### src/mrpg_pkg.sv
`timescale 1ns / 1ps

package mrpg_pkg;

    // Number of request slots and the width of a slot index.
    localparam int unsigned SlotCount = 5;
    localparam int unsigned SlotWidth = 3;

    // Configuration register indexes.
    localparam int unsigned CfgIndexWidth = 3;
    localparam int unsigned CfgDataWidth  = 49;
    localparam logic [CfgIndexWidth-1:0] REG_POLL_ENABLE   = 3'd0;
    localparam logic [CfgIndexWidth-1:0] REG_POLL_INTERVAL = 3'd1;
    localparam logic [CfgIndexWidth-1:0] REG_SLOT_0        = 3'd2;

    // Reset value of the poll interval in milliseconds.
    localparam logic [15:0] DEFAULT_INTERVAL = 16'd5000;

    // CRC-16/MODBUS: reflected polynomial and initial value.
    localparam logic [15:0] CRC_POLY = 16'hA001;
    localparam logic [15:0] CRC_INIT = 16'hFFFF;

    // Position of the last byte covered by the CRC and of the two CRC bytes.
    localparam logic [2:0] BODY_LAST_POS = 3'd5;
    localparam logic [2:0] CRC_LO_POS    = 3'd6;
    localparam logic [2:0] CRC_HI_POS    = 3'd7;

    // One request slot as it is packed in its configuration register.
    typedef struct packed {
        logic        used;
        logic [7:0]  id;
        logic [7:0]  func;
        logic [15:0] addr;
        logic [15:0] qty;
    } slot_frame_t;

    // Configuration seen by the poll logic.
    typedef struct packed {
        logic                           enable;
        logic [15:0]                    interval;
        slot_frame_t [SlotCount-1:0]    slots;
    } cfg_t;

    // One request handed from the poll logic to the serializer.
    typedef struct packed {
        logic [SlotWidth-1:0] slot;
        logic [47:0]          body;
    } req_t;

    // One byte of CRC-16/MODBUS, processed LSB first.
    function automatic logic [15:0] crc16_byte(input logic [15:0] crc_in,
                                               input logic [7:0]  data);
        logic [15:0] crc;
        crc = crc_in ^ {8'h00, data};
        for (int b = 0; b < 8; b++) begin
            if (crc[0])
            begin
                crc = (crc >> 1) ^ CRC_POLY;
            end
            else
            begin
                crc = crc >> 1;
            end
        end
        return crc;
    endfunction

endpackage

### src/modbus_rtu_poll_request_generator_unit.sv
`timescale 1ns / 1ps

// Modbus RTU poll request generator. Each input beat carries one tick flag:
// a one means a millisecond has passed, a zero means no time passes, and every
// beat also runs the poll check. Ticks are counted toward poll_interval_ms and
// the count holds at the interval while polling is disabled. Once polling is
// enabled and the interval has elapsed, the count restarts and the next used
// request slot, searched round robin from the slot pointer, is sent as an
// 8-beat request: id, function, address high and low, quantity high and low,
// then the CRC-16/MODBUS low and high bytes, with last_byte marking the final
// beat. A poll with no used slot emits nothing. Input beats are taken one per
// cycle as long as no request is waiting for the serializer; a request that
// fires while another is being sent is held in a one-deep buffer, and ticks
// stall until the serializer picks it up. The serializer sends one byte per
// cycle while the output is not stalled and folds each body byte into the CRC
// as it goes; the first byte of a request passes through the request buffer,
// the serializer's frame register and the output register. Configuration
// writes never push back and are expected only while the block is idle.

module modbus_rtu_poll_request_generator_unit
    import mrpg_pkg::*;
(
    input  logic                     clk,
    input  logic                     rst_n,

    input  logic                     cfg_valid,
    output logic                     cfg_ready,
    input  logic [CfgIndexWidth-1:0] cfg_index,
    input  logic [CfgDataWidth-1:0]  cfg_data,

    input  logic                     in_valid,
    output logic                     in_stall,
    input  logic                     tick,

    output logic                     out_valid,
    input  logic                     out_stall,
    output logic [7:0]               tx_byte,
    output logic [2:0]               byte_position,
    output logic [SlotWidth-1:0]     slot_number,
    output logic                     last_byte
);

    cfg_t cfg;
    req_t req;
    logic req_valid;
    logic req_take;

    // Register file for the enable, the interval and the five request slots.
    mrpg_cfg u_cfg (
        .clk       (clk),
        .rst_n     (rst_n),
        .cfg_valid (cfg_valid),
        .cfg_ready (cfg_ready),
        .cfg_index (cfg_index),
        .cfg_data  (cfg_data),
        .cfg       (cfg)
    );

    // Tick counter, slot pointer, slot search and the one-deep request buffer.
    mrpg_poll u_poll (
        .clk       (clk),
        .rst_n     (rst_n),
        .cfg       (cfg),
        .in_valid  (in_valid),
        .in_stall  (in_stall),
        .tick      (tick),
        .req_valid (req_valid),
        .req       (req),
        .req_take  (req_take)
    );

    // Byte serializer with the running CRC and the output register.
    mrpg_ser u_ser (
        .clk           (clk),
        .rst_n         (rst_n),
        .req_valid     (req_valid),
        .req           (req),
        .req_take      (req_take),
        .out_valid     (out_valid),
        .out_stall     (out_stall),
        .tx_byte       (tx_byte),
        .byte_position (byte_position),
        .slot_number   (slot_number),
        .last_byte     (last_byte)
    );

    // Within a request, every taken beat except the last is followed at once
    // by the next byte position of the same slot.
    assert property (@(posedge clk) disable iff (!rst_n)
        (out_valid && !out_stall && !last_byte) |=>
            (out_valid && (byte_position == $past(byte_position) + 3'd1)
             && (slot_number == $past(slot_number))))
        else $error("request beats not contiguous");

    // A request always starts at its first byte.
    assert property (@(posedge clk) disable iff (!rst_n)
        $rose(out_valid) |-> (byte_position == 3'd0))
        else $error("request started mid-frame");

    // The final-byte flag marks exactly the CRC high byte, and the slot number is in range.
    assert property (@(posedge clk) disable iff (!rst_n)
        out_valid |-> ((last_byte == (byte_position == CRC_HI_POS))
                       && (slot_number < SlotWidth'(SlotCount))))
        else $error("bad last_byte or slot number");

endmodule

### src/mrpg_cfg.sv
`timescale 1ns / 1ps

module mrpg_cfg
    import mrpg_pkg::*;
(
    input  logic                     clk,
    input  logic                     rst_n,
    input  logic                     cfg_valid,
    output logic                     cfg_ready,
    input  logic [CfgIndexWidth-1:0] cfg_index,
    input  logic [CfgDataWidth-1:0]  cfg_data,
    output cfg_t                     cfg
);

    logic                        enable_reg;
    logic [15:0]                 interval_reg;
    slot_frame_t [SlotCount-1:0] slot_reg;

    // Writes are always taken, so the port never pushes back.
    assign cfg_ready = 1'b1;

    always_ff @(posedge clk or negedge rst_n)
    begin
        if (!rst_n)
        begin
            enable_reg   <= 1'b0;
            interval_reg <= DEFAULT_INTERVAL;
            slot_reg     <= '0;
        end
        else if (cfg_valid)
        begin
            unique case (cfg_index)
                REG_POLL_ENABLE:
                begin
                    enable_reg <= cfg_data[0];
                end
                REG_POLL_INTERVAL:
                begin
                    interval_reg <= cfg_data[15:0];
                end
                default:
                begin
                    // Indexes past the last slot are ignored.
                    for (int i = 0; i < SlotCount; i++) begin
                        if (cfg_index == CfgIndexWidth'(REG_SLOT_0 + i))
                        begin
                            slot_reg[i] <= cfg_data;
                        end
                    end
                end
            endcase
        end
    end

    assign cfg.enable   = enable_reg;
    assign cfg.interval = interval_reg;
    assign cfg.slots    = slot_reg;

endmodule

### src/mrpg_poll.sv
`timescale 1ns / 1ps

module mrpg_poll
    import mrpg_pkg::*;
(
    input  logic clk,
    input  logic rst_n,
    input  cfg_t cfg,
    input  logic in_valid,
    output logic in_stall,
    input  logic tick,
    output logic req_valid,
    output req_t req,
    input  logic req_take
);

    logic [15:0]          elapsed_reg;
    logic [15:0]          elapsed_next;
    logic [SlotWidth-1:0] next_slot_reg;
    logic [SlotWidth-1:0] next_slot_next;
    logic                 pend_valid_reg;
    req_t                 pend_reg;

    logic                 accept;
    logic [15:0]          elapsed_inc;
    logic                 fire;
    logic [SlotWidth:0]   cand_wide [SlotCount];
    logic [SlotWidth-1:0] cand      [SlotCount];
    logic                 found;
    logic [SlotWidth-1:0] sel;

    // A pending request blocks further ticks until the serializer takes it.
    assign in_stall = pend_valid_reg;
    assign accept   = in_valid && !pend_valid_reg;

    always_comb
    begin
        // The counter saturates at the interval.
        if (tick && (elapsed_reg < cfg.interval))
        begin
            elapsed_inc = elapsed_reg + 16'd1;
        end
        else
        begin
            elapsed_inc = elapsed_reg;
        end
        fire = cfg.enable && !(elapsed_inc < cfg.interval);
    end

    // Round-robin search starting at the slot pointer.
    always_comb
    begin
        for (int k = 0; k < SlotCount; k++) begin
            cand_wide[k] = {1'b0, next_slot_reg} + (SlotWidth+1)'(k);
            if (cand_wide[k] >= (SlotWidth+1)'(SlotCount))
            begin
                cand[k] = SlotWidth'(cand_wide[k] - (SlotWidth+1)'(SlotCount));
            end
            else
            begin
                cand[k] = cand_wide[k][SlotWidth-1:0];
            end
        end
        found = 1'b0;
        sel   = '0;
        for (int k = 0; k < SlotCount; k++) begin
            if (!found && cfg.slots[cand[k]].used)
            begin
                found = 1'b1;
                sel   = cand[k];
            end
        end
    end

    always_comb
    begin
        elapsed_next   = fire ? 16'd0 : elapsed_inc;
        next_slot_next = next_slot_reg;
        if (fire && found)
        begin
            if (sel == SlotWidth'(SlotCount - 1))
            begin
                next_slot_next = '0;
            end
            else
            begin
                next_slot_next = sel + SlotWidth'(1);
            end
        end
    end

    always_ff @(posedge clk or negedge rst_n)
    begin
        if (!rst_n)
        begin
            elapsed_reg    <= '0;
            next_slot_reg  <= '0;
            pend_valid_reg <= 1'b0;
        end
        else
        begin
            if (accept)
            begin
                elapsed_reg   <= elapsed_next;
                next_slot_reg <= next_slot_next;
            end
            if (accept && fire && found)
            begin
                pend_valid_reg <= 1'b1;
            end
            else if (req_take)
            begin
                pend_valid_reg <= 1'b0;
            end
        end
    end

    always_ff @(posedge clk)
    begin
        if (accept && fire && found)
        begin
            pend_reg.slot <= sel;
            pend_reg.body <= {cfg.slots[sel].id, cfg.slots[sel].func,
                              cfg.slots[sel].addr, cfg.slots[sel].qty};
        end
    end

    assign req_valid = pend_valid_reg;
    assign req       = pend_reg;

endmodule

### src/mrpg_ser.sv
`timescale 1ns / 1ps

module mrpg_ser
    import mrpg_pkg::*;
(
    input  logic                 clk,
    input  logic                 rst_n,
    input  logic                 req_valid,
    input  req_t                 req,
    output logic                 req_take,
    output logic                 out_valid,
    input  logic                 out_stall,
    output logic [7:0]           tx_byte,
    output logic [2:0]           byte_position,
    output logic [SlotWidth-1:0] slot_number,
    output logic                 last_byte
);

    logic                 busy_reg;
    logic [2:0]           pos_reg;
    logic [15:0]          crc_reg;
    req_t                 frame_reg;

    logic                 out_valid_reg;
    logic [7:0]           tx_byte_reg;
    logic [2:0]           byte_position_reg;
    logic [SlotWidth-1:0] slot_number_reg;
    logic                 last_byte_reg;

    logic                 advance;
    logic [7:0]           byte_next;
    logic [15:0]          crc_next;

    assign advance  = !out_valid_reg || !out_stall;
    assign req_take = req_valid && (!busy_reg || (advance && (pos_reg == CRC_HI_POS)));

    always_comb
    begin
        case (pos_reg)
            3'd0:    byte_next = frame_reg.body[47:40];
            3'd1:    byte_next = frame_reg.body[39:32];
            3'd2:    byte_next = frame_reg.body[31:24];
            3'd3:    byte_next = frame_reg.body[23:16];
            3'd4:    byte_next = frame_reg.body[15:8];
            3'd5:    byte_next = frame_reg.body[7:0];
            3'd6:    byte_next = crc_reg[7:0];
            default: byte_next = crc_reg[15:8];
        endcase
        crc_next = crc16_byte(crc_reg, byte_next);
    end

    always_ff @(posedge clk or negedge rst_n)
    begin
        if (!rst_n)
        begin
            busy_reg      <= 1'b0;
            pos_reg       <= '0;
            out_valid_reg <= 1'b0;
        end
        else
        begin
            if (advance)
            begin
                out_valid_reg <= busy_reg;
            end
            // A new request taken on the last byte of the previous one starts
            // right away at its first byte.
            if (req_take)
            begin
                busy_reg <= 1'b1;
                pos_reg  <= '0;
            end
            else if (advance && busy_reg)
            begin
                pos_reg <= pos_reg + 3'd1;
                if (pos_reg == CRC_HI_POS)
                begin
                    busy_reg <= 1'b0;
                end
            end
        end
    end

    always_ff @(posedge clk)
    begin
        if (advance && busy_reg)
        begin
            tx_byte_reg       <= byte_next;
            byte_position_reg <= pos_reg;
            slot_number_reg   <= frame_reg.slot;
            last_byte_reg     <= (pos_reg == CRC_HI_POS);
            if (!(pos_reg > BODY_LAST_POS))
            begin
                crc_reg <= crc_next;
            end
        end
        if (req_take)
        begin
            frame_reg <= req;
            crc_reg   <= CRC_INIT;
        end
    end

    assign out_valid     = out_valid_reg;
    assign tx_byte       = tx_byte_reg;
    assign byte_position = byte_position_reg;
    assign slot_number   = slot_number_reg;
    assign last_byte     = last_byte_reg;

endmodule
### config.mk
export PLATFORM = sky130hd
export DESIGN_NAME = modbus_rtu_poll_request_generator_unit
export DESIGN_NICKNAME = d
export VERILOG_FILES = /design/src/mrpg_pkg.sv /design/src/modbus_rtu_poll_request_generator_unit.sv /design/src/mrpg_cfg.sv /design/src/mrpg_poll.sv /design/src/mrpg_ser.sv
export SDC_FILE = /design/constraint.sdc
export NUM_CORES = 1
export LEC_CHECK = 0
export CORE_UTILIZATION = 58
export CTS_CLUSTER_DIAMETER = 60
export DETAILED_ROUTE_END_ITERATION = 6
export DONT_BUFFER_PORTS = 1
export PLACE_DENSITY = 0.75
export RECOVER_POWER = 50
export SLEW_MARGIN = 20
export SYNTH_ARGS = -nofsm -noshare
export SYNTH_HDL_FRONTEND = slang
export SYNTH_HIERARCHICAL = 1
export SYNTH_SLANG_ARGS = --single-unit
### constraint.sdc
create_clock -name clk -period 7.74 [get_ports clk]
set_input_delay 0.774 -clock clk [delete_from_list [all_inputs] [get_ports clk]]
set_output_delay 0.774 -clock clk [all_outputs]
set_load 0.05 [all_outputs]
==> flow_metrics.py, run 1 <==
metrics = {
    "global_routing": {
        "grt-ovfl-total": 0,
        "antenna_found_initial": 1,
        "grt_pass1_vias": 11840,
        "met1_usage": 0.3376,
        "gr-usage-met2": 0.3701,
        "grt_max_degree": 283,
        "grt_busiest_layer": "met2",
        "grt_pass1_wl_um": 65830,
        "use_met3": 0.04265,
        "grt_usage": 0.2360,
    },
    "timing": {
        "skew_ns": 0.02084,
        "min_period_ns": 6.298,
        "drv_slew": 292,
        "fmax_mhz": 158.8,
        "worst-slew-pin-transition_ns": 3.631,
        "period_share": 0.8137,
        "setup_tns_ns": 0,
        "finalSetupViolations": 0,
        "rsz0062_at_grt": "no",
        "hold_viol_final": 0,
        "relSlewSlack": -1.421,
    },
    "die": {
        "fp.dieH_um": 188.3,
        "initial_utilization": 0.5944,
        "die_w_um": 188.3,
        "die_area_mm2": 0.03546,
        "num_rows": 67,
        "ios": 76,
        "coreArea_mm2": 0.03387,
    },
    "synthesis": {
        "syn_area_per_cell_um2": 13.70,
        "async_reset_ff_frac": 0.6833,
        "syn_area_mm2": 0.02013,
        "yosysUniqueCellTypes": 98,
        "synth_flop_cell": "dfrtp_1",
        "yosysTopAreaCell": "dfrtp_1",
        "synth-edff-count": 117,
        "synth.top_cells.by_area": "dfrtp_1 35%, mux2_2 18%, edfxtp_1 17%, mux2i_1 5.6%, ha_1 2.9%",
        "yosysSeqAreaShare": 0.5475,
        "synth_top_area_frac": 0.3506,
        "synth_seq_cells": 420,
        "syn_inst": 1469,
        "yosysWarnings": 6,
        "syn_nets": 1575,
    },
    "setup_path": {
        "cp-end-kind": "flip-flop",
        "critical_path_class": "reg2reg",
        "arrival_ns": 6.79,
        "path_buf_inv": 1,
        "path_common_cell": "a21o_1",
        "r2r-end": "u_poll/elapsed_reg[6]",
        "crit_family": "compound AO/OA/AOI/OAI gates",
        "r2r_cells": 19,
        "cp_cell_sequence": "inv_1 -> ha_1 -> a21o_1 -> a21o_1 -> a2111oi_0 -> o221ai_1 -> a21boi_1 -> nand4_1 -> nor3_1 -> xor2_1 -> ha_1 -> a21o_1 -> a21oi_1 -> o21ai_0 -> nand3b_1 -> o221ai_1 -> nor2_1 -> nor2_1 -> a22o_1",
        "critPathSlowestCell": "nor2_1",
        "cp_max_fo": 16,
        "worst_setup_path_start_kind": "flip-flop",
        "cp_slowest_stage_delay_ns": 0.89,
        "cp.required_ns": 8.23,
        "regToRegSetupSlack_ns": 1.44,
        "rr_startpoint": "u_cfg/interval_reg[9]",
    },
    "cts": {
        "cts_tree": "done",
        "clock-sinks": 420,
        "clkSlewWorstSetupHoldPaths_ns": 0.06,
        "cts.root.buffer_cell": "clkbuf_16",
        "cts_buffers": 45,
        "ctsLongestPathBuffers": 3,
        "clk_latency_ns": 0.55,
        "cts-htree-levels": 2,
    },
    "route": {
        "drcViolationCount": 0,
        "vias_per_cell": 5.997,
        "drt_iter0_drc": 733,
        "dr.pass1.iters": 5,
        "antenna_left": 0,
        "wire_per_inst_um": 20.95,
        "wl_um": 40580,
        "vias": 11620,
    },
    "pwr": {
        "irDropWorstVdd_mv": 0.4946,
        "power_uw": 9366,
        "leakage_uw": 0.009331,
        "pwr_density_cell_mw_per_mm2": 430.4,
    },
    "outcome": {
        "violations": "max-capacitance violations, max-slew violations",
        "outcome": "complete, but fails checks",
    },
    "finish": {
        "n_antenna_cell": 0,
        "n_fill_cell": 2533,
        "fin_nets": 1561,
        "area_delta_synth_final_pct": 8.111,
        "largest_reg_flops": 245,
        "drive_gt1_frac": 0.2982,
    },
    "placement": {
        "gp_congestion": 0.8688,
        "dp_hpwl_um": 24540,
        "io_buffers": 0,
    },
    "run": {
        "cap_violations": 4,
    },
    "worst_hold_path": {
        "hp-class": "in2async",
    },
}
## metal layers
layer  vias to the layer above  part of all wire
met5                         -                 0
met2                       249              0.47
met3                        77             0.050
met1                      5917              0.46
li1                       5374                 -
met4                         0             0.025
## Yosys cell counts (3+ instances only)
cell	n
mux2_2	329
dfrtp_1	282
edfxtp_1	117
mux2i_1	113
nand2_1	99
o21ai_1	49
ha_1	47
inv_1	33
a21oi_1	24
buf_2	24
nor2_1	24
o21ai_0	24
xnor2_1	21
a21o_1	17
buf_4	17
buf_6	16
clkbuf_1	16
dfxtp_1	16
a22o_1	12
nand4_1	11
o211ai_1	11
nand2b_1	9
nor3_1	9
xor2_1	9
a22oi_1	8
nor2b_1	8
a221oi_1	7
a31oi_1	7
and3_1	7
dfstp_2	5
nand3_1	4
nand4b_1	4
o21a_1	4
xnor2_4	4
nor4_1	3
o31ai_1	3
or3_1	3
## final cells by class
cell class	count	area, um^2	share of cell area
timing repair buffer	15	161.4	0.007416
tap	448	560.5	0.02576
multi-input combinational	939	8506	0.3908
sequential	420	11020	0.5064
inverter	34	128.9	0.005922
clock buffer	54	1180	0.05421
clock inverter	27	205.2	0.009429
## how the worst max path moves through the flow
stage	start	endpoint	slack (ns)	cells after the start
2_1_floorplan	u_cfg/interval_reg[9]	u_poll/next_slot_reg[0]	1.28	18
3_3_place_gp	u_cfg/interval_reg[9]	u_poll/elapsed_reg[9]	1.68	19
3_5_place_dp	u_cfg/interval_reg[9]	u_poll/elapsed_reg[12]	1.57	19
4_1_cts	u_cfg/interval_reg[9]	u_poll/elapsed_reg[9]	1.51	19
5_1_grt	u_cfg/interval_reg[9]	u_poll/elapsed_reg[12]	1.02	19
6_report	u_cfg/interval_reg[9]	u_poll/elapsed_reg[6]	1.44	19
## logic make-up after synthesis
| group | count (synthesis) | synth area share |
|---|---|---|
| mux | 445 | 0.2430 |
| flops | 420 | 0.5475 |
| simple gates | 204 | 0.05246 |
| compound gates | 202 | 0.07092 |
| buf+inv | 110 | 0.03207 |
| fa+ha+maj | 48 | 0.03021 |
| xor+xnor | 39 | 0.02362 |
| other cells | 1 | 0.0001863 |
## metrics by stage
stage / instance area (um^2) / hold WS (ns) / worst slack (ns) / std cells / utilization
6_report: 21760 / 0.07625 / 1.442 / 1937 / 0.6426
5_1_grt: 21760 / 0.05470 / 1.018 / 1937 / 0.6426
4_1_cts: 21770 / 0.05129 / 1.512 / 1936 / 0.6428
3_5_place_dp: 20360 / 0.4045 / 1.570 / 1854 / 0.6010
3_3_place_gp: 20360 / 0.4047 / 1.683 / 1854 / 0.6010
2_1_floorplan: 20140 / 0.4003 / 1.283 / 1469 / -
## placed cells by master (no fill, tap or decap), types with 5 or more instances in the layout
| master | count |
|---|---|
| xnor2_1 | 21 |
| clkinv_2 | 12 |
| a21oi_1 | 24 |
| nor3_1 | 9 |
| clkinv_1 | 12 |
| dfstp_2 | 5 |
| clkbuf_1 | 12 |
| a31oi_1 | 7 |
| nand2b_1 | 9 |
| a22o_1 | 12 |
| mux2i_1 | 113 |
| o211ai_1 | 11 |
| ha_1 | 47 |
| dfxtp_1 | 16 |
| mux2_2 | 329 |
| nand2_1 | 99 |
| nor2b_1 | 8 |
| and3_1 | 7 |
| clkbuf_16 | 45 |
| o21ai_1 | 48 |
| o21ai_0 | 24 |
| edfxtp_1 | 117 |
| nand4_1 | 11 |
| a21o_1 | 17 |
| xor2_1 | 9 |
| inv_1 | 32 |
| dfrtp_1 | 282 |
| nor2_1 | 24 |
| a221oi_1 | 7 |
| a22oi_1 | 8 |
## what timing repair did
item | 4_1_cts | 5_1_grt
hold buffers | 1 | 0
hold endpoints to repair | 282 | 0
resized for setup | 0 | 0
buffers inserted | 0 | 0
## report_power, final
part / internal [uW] / switching, uW
Sequential: 2880 / 398
Combinational: 1930 / 2130
Clock: 1180 / 846
Power figures use the tool's default switching activity.
==> inputs of run 2 (changes only) <==
Settings changed: CORE_UTILIZATION 58 to 64, PLACE_DENSITY 0.75 to 0.79.
Clock period 7.74 ns to 6.3 ns, I/O delays scaled along.
==> flow_metrics.py, run 2 (synthesis gave the netlist of run 1 again) <==
metrics = {
    "timing": {
        "setup_tns_ns": 0,
        "hold_viol_final": 282,
        "period_share": 0.9342,
        "relSlewSlack": -1.326,
        "fmax_mhz": 169.9,
        "drv_slew": 100,
        "rsz0062_at_grt": "no",
        "worst-slew-pin-transition_ns": 3.489,
        "skew_ns": 0.02096,
        "hold_slack_ns": -0.2176,
        "finalSetupViolations": 0,
        "min_period_ns": 5.885,
    },
    "setup_path": {
        "cp-end-kind": "flip-flop",
        "regToRegSetupSlack_ns": 0.41,
        "critical_path_class": "reg2reg",
        "arrival_ns": 6.12,
        "endpoint": "u_poll/req[14]",
        "r2r_cells": 18,
        "r2r-end": "u_poll/req[14]",
        "worst_setup_path_start_kind": "flip-flop",
        "worstSetupStartpoint": "u_cfg/interval_reg[9]",
        "rr_startpoint": "u_cfg/interval_reg[9]",
        "cp.required_ns": 6.53,
        "cp_max_fo": 34,
    },
    "die": {
        "initial_utilization": 0.6547,
        "num_rows": 64,
        "ios": 76,
        "die_w_um": 179.4,
        "fp.dieH_um": 179.4,
        "die_area_mm2": 0.03217,
        "coreArea_mm2": 0.03075,
    },
    "pwr": {
        "irDropWorstVdd_mv": 0.4139,
        "switching_share": 0.3588,
        "power_switching_uw": 4157,
        "seq_power_share": 0.350,
        "pwr_density_cell_mw_per_mm2": 531.7,
        "comb_power_share": 0.428,
        "p_clk_frac": 0.222,
        "leakage_uw": 0.009379,
        "p_int_uw": 7429,
    },
    "global_routing": {
        "grt-ovfl-total": 0,
        "grt_pass1_vias": 11920,
        "grt_pass1_wl_um": 65490,
        "antenna_found_initial": 0,
        "grt_max_degree": 288,
        "grt_usage": 0.2651,
    },
    "route": {
        "vias_per_cell": 6.146,
        "vias": 11630,
        "drcViolationCount": 12,
        "wl_um": 40800,
        "antenna_left": 0,
        "drt_iter0_drc": 771,
        "dr.pass1.iters": 7,
        "wire_per_inst_um": 21.56,
    },
    "finish": {
        "final_common_cell": "mux2_2",
        "fin_area_mm2": 0.02179,
        "n_fill_cell": 2042,
        "drive_gt1_frac": 0.3035,
        "fin_cells": 1892,
        "final_core_util": 0.7086,
        "largest_reg_flops": 245,
        "n_antenna_cell": 0,
        "fin_nets": 1566,
        "mostFrequentLayoutCells": "328 x mux2_2, 282 x dfrtp_1, 117 x edfxtp_1, 113 x mux2i_1, 99 x nand2_1",
        "area_delta_synth_final_pct": 8.241,
    },
    "cts": {
        "clock-sinks": 420,
        "cts-htree-levels": 2,
        "cts_tree": "done",
        "post_cts_resized": 0,
        "cts_buffers": 44,
        "clk_latency_ns": 0.56,
        "clkSlewWorstSetupHoldPaths_ns": 0.06,
        "post_cts_buffers": 0,
        "ctsLongestPathBuffers": 3,
        "cts.root.buffer_cell": "clkbuf_16",
    },
    "placement": {
        "io_buffers": 0,
        "placedInstanceArea_mm2": 0.02035,
        "dp_hpwl_um": 25380,
        "gp_congestion": 0.8833,
        "placedCellCount": 1810,
    },
    "worst_hold_path": {
        "hp-class": "in2async",
    },
    "run": {
        "cap_violations": 2,
    },
    "outcome": {
        "outcome": "complete, but fails checks",
        "violations": "design-rule violations, negative hold slack, max-capacitance violations, max-slew violations",
    },
}
## run 2: cell count changes in the layout (fill, tap and decap cells not counted), moves of 2 or more
cell and change:
buf_4 +12, clkbuf_1 +5, clkbuf_8 +2, clkinv_1 -7
clkinv_2 -6, inv_6 +2
## run 2: layout make-up
class | count | area, um^2 | area share
clock buffers | 63 | 1212 | 0.05564
clock inverters | 19 | 230.2 | 0.01057
inverters | 34 | 128.9 | 0.005914
multi-input cells | 939 | 8513 | 0.3907
flip-flops and latches | 420 | 11020 | 0.5058
well taps | 396 | 495.5 | 0.02274
repair buffers | 21 | 187.7 | 0.008613
## run 2: worst min path at each step
stage | cells after the start | endpoint | slack (ns)
after CTS | 0 | u_cfg/cfg[39] | -0.24
after global routing | 0 | u_cfg/cfg[177] | -0.24
final | 0 | u_cfg/cfg[225] | -0.22
after global placement | 0 | u_cfg/cfg[79] | 0.35
after detailed placement | 0 | u_cfg/cfg[79] | 0.34
after floorplan | 0 | u_cfg/cfg[0] | 0.33
## run 2: metrics by stage
step | hold slack [ns] | power, uW | setup slack, ns
floorplan | 0.3344 | 7997 | 0.001085
global placement | 0.3459 | 8856 | 0.6173
detailed placement | 0.3449 | 8999 | 0.5037
CTS | -0.2363 | 11620 | 0.4607
global route | -0.2355 | 12160 | 0.09887
finish | -0.2176 | 11590 | 0.4146
## run 2: critical path: stages (launching register included)
cell,delay [ns]
dfstp_2,0.52
inv_1,0.05
ha_1,0.30
a21o_1,0.18
a21o_1,0.17
a2111oi_0,0.49
o221ai_1,0.38
a21boi_2,0.40
nand4_1,0.33
nor3_1,0.37
xor2_1,0.11
ha_1,0.31
a21o_1,0.11
a21oi_1,0.05
o21ai_0,0.21
nand3b_1,0.17
o221ai_1,0.25
a2111oi_4,0.85
buf_12,0.30
## run 2: metal layers
| layer | GRT usage | up-vias | wire [um] |
|---|---|---|---|
| met1 | 0.3784 | 5845 | 18440 |
| met2 | 0.4143 | 329 | 18950 |
| met4 | 0.08333 | 0 | 1029 |
| met5 | 0 | - | 0 |
| li1 | - | 5390 | - |
| met3 | 0.04937 | 65 | 2380 |
## run 2: power groups by stage
stage | clock network [uW] | logic [uW] | registers [uW]
after floorplan | 0 | 4030 | 3970
after global placement | 0 | 4790 | 4070
after detailed placement | 0 | 4900 | 4100
after CTS | 2610 | 4950 | 4060
after global routing | 2710 | 5310 | 4130
final | 2570 | 4960 | 4060
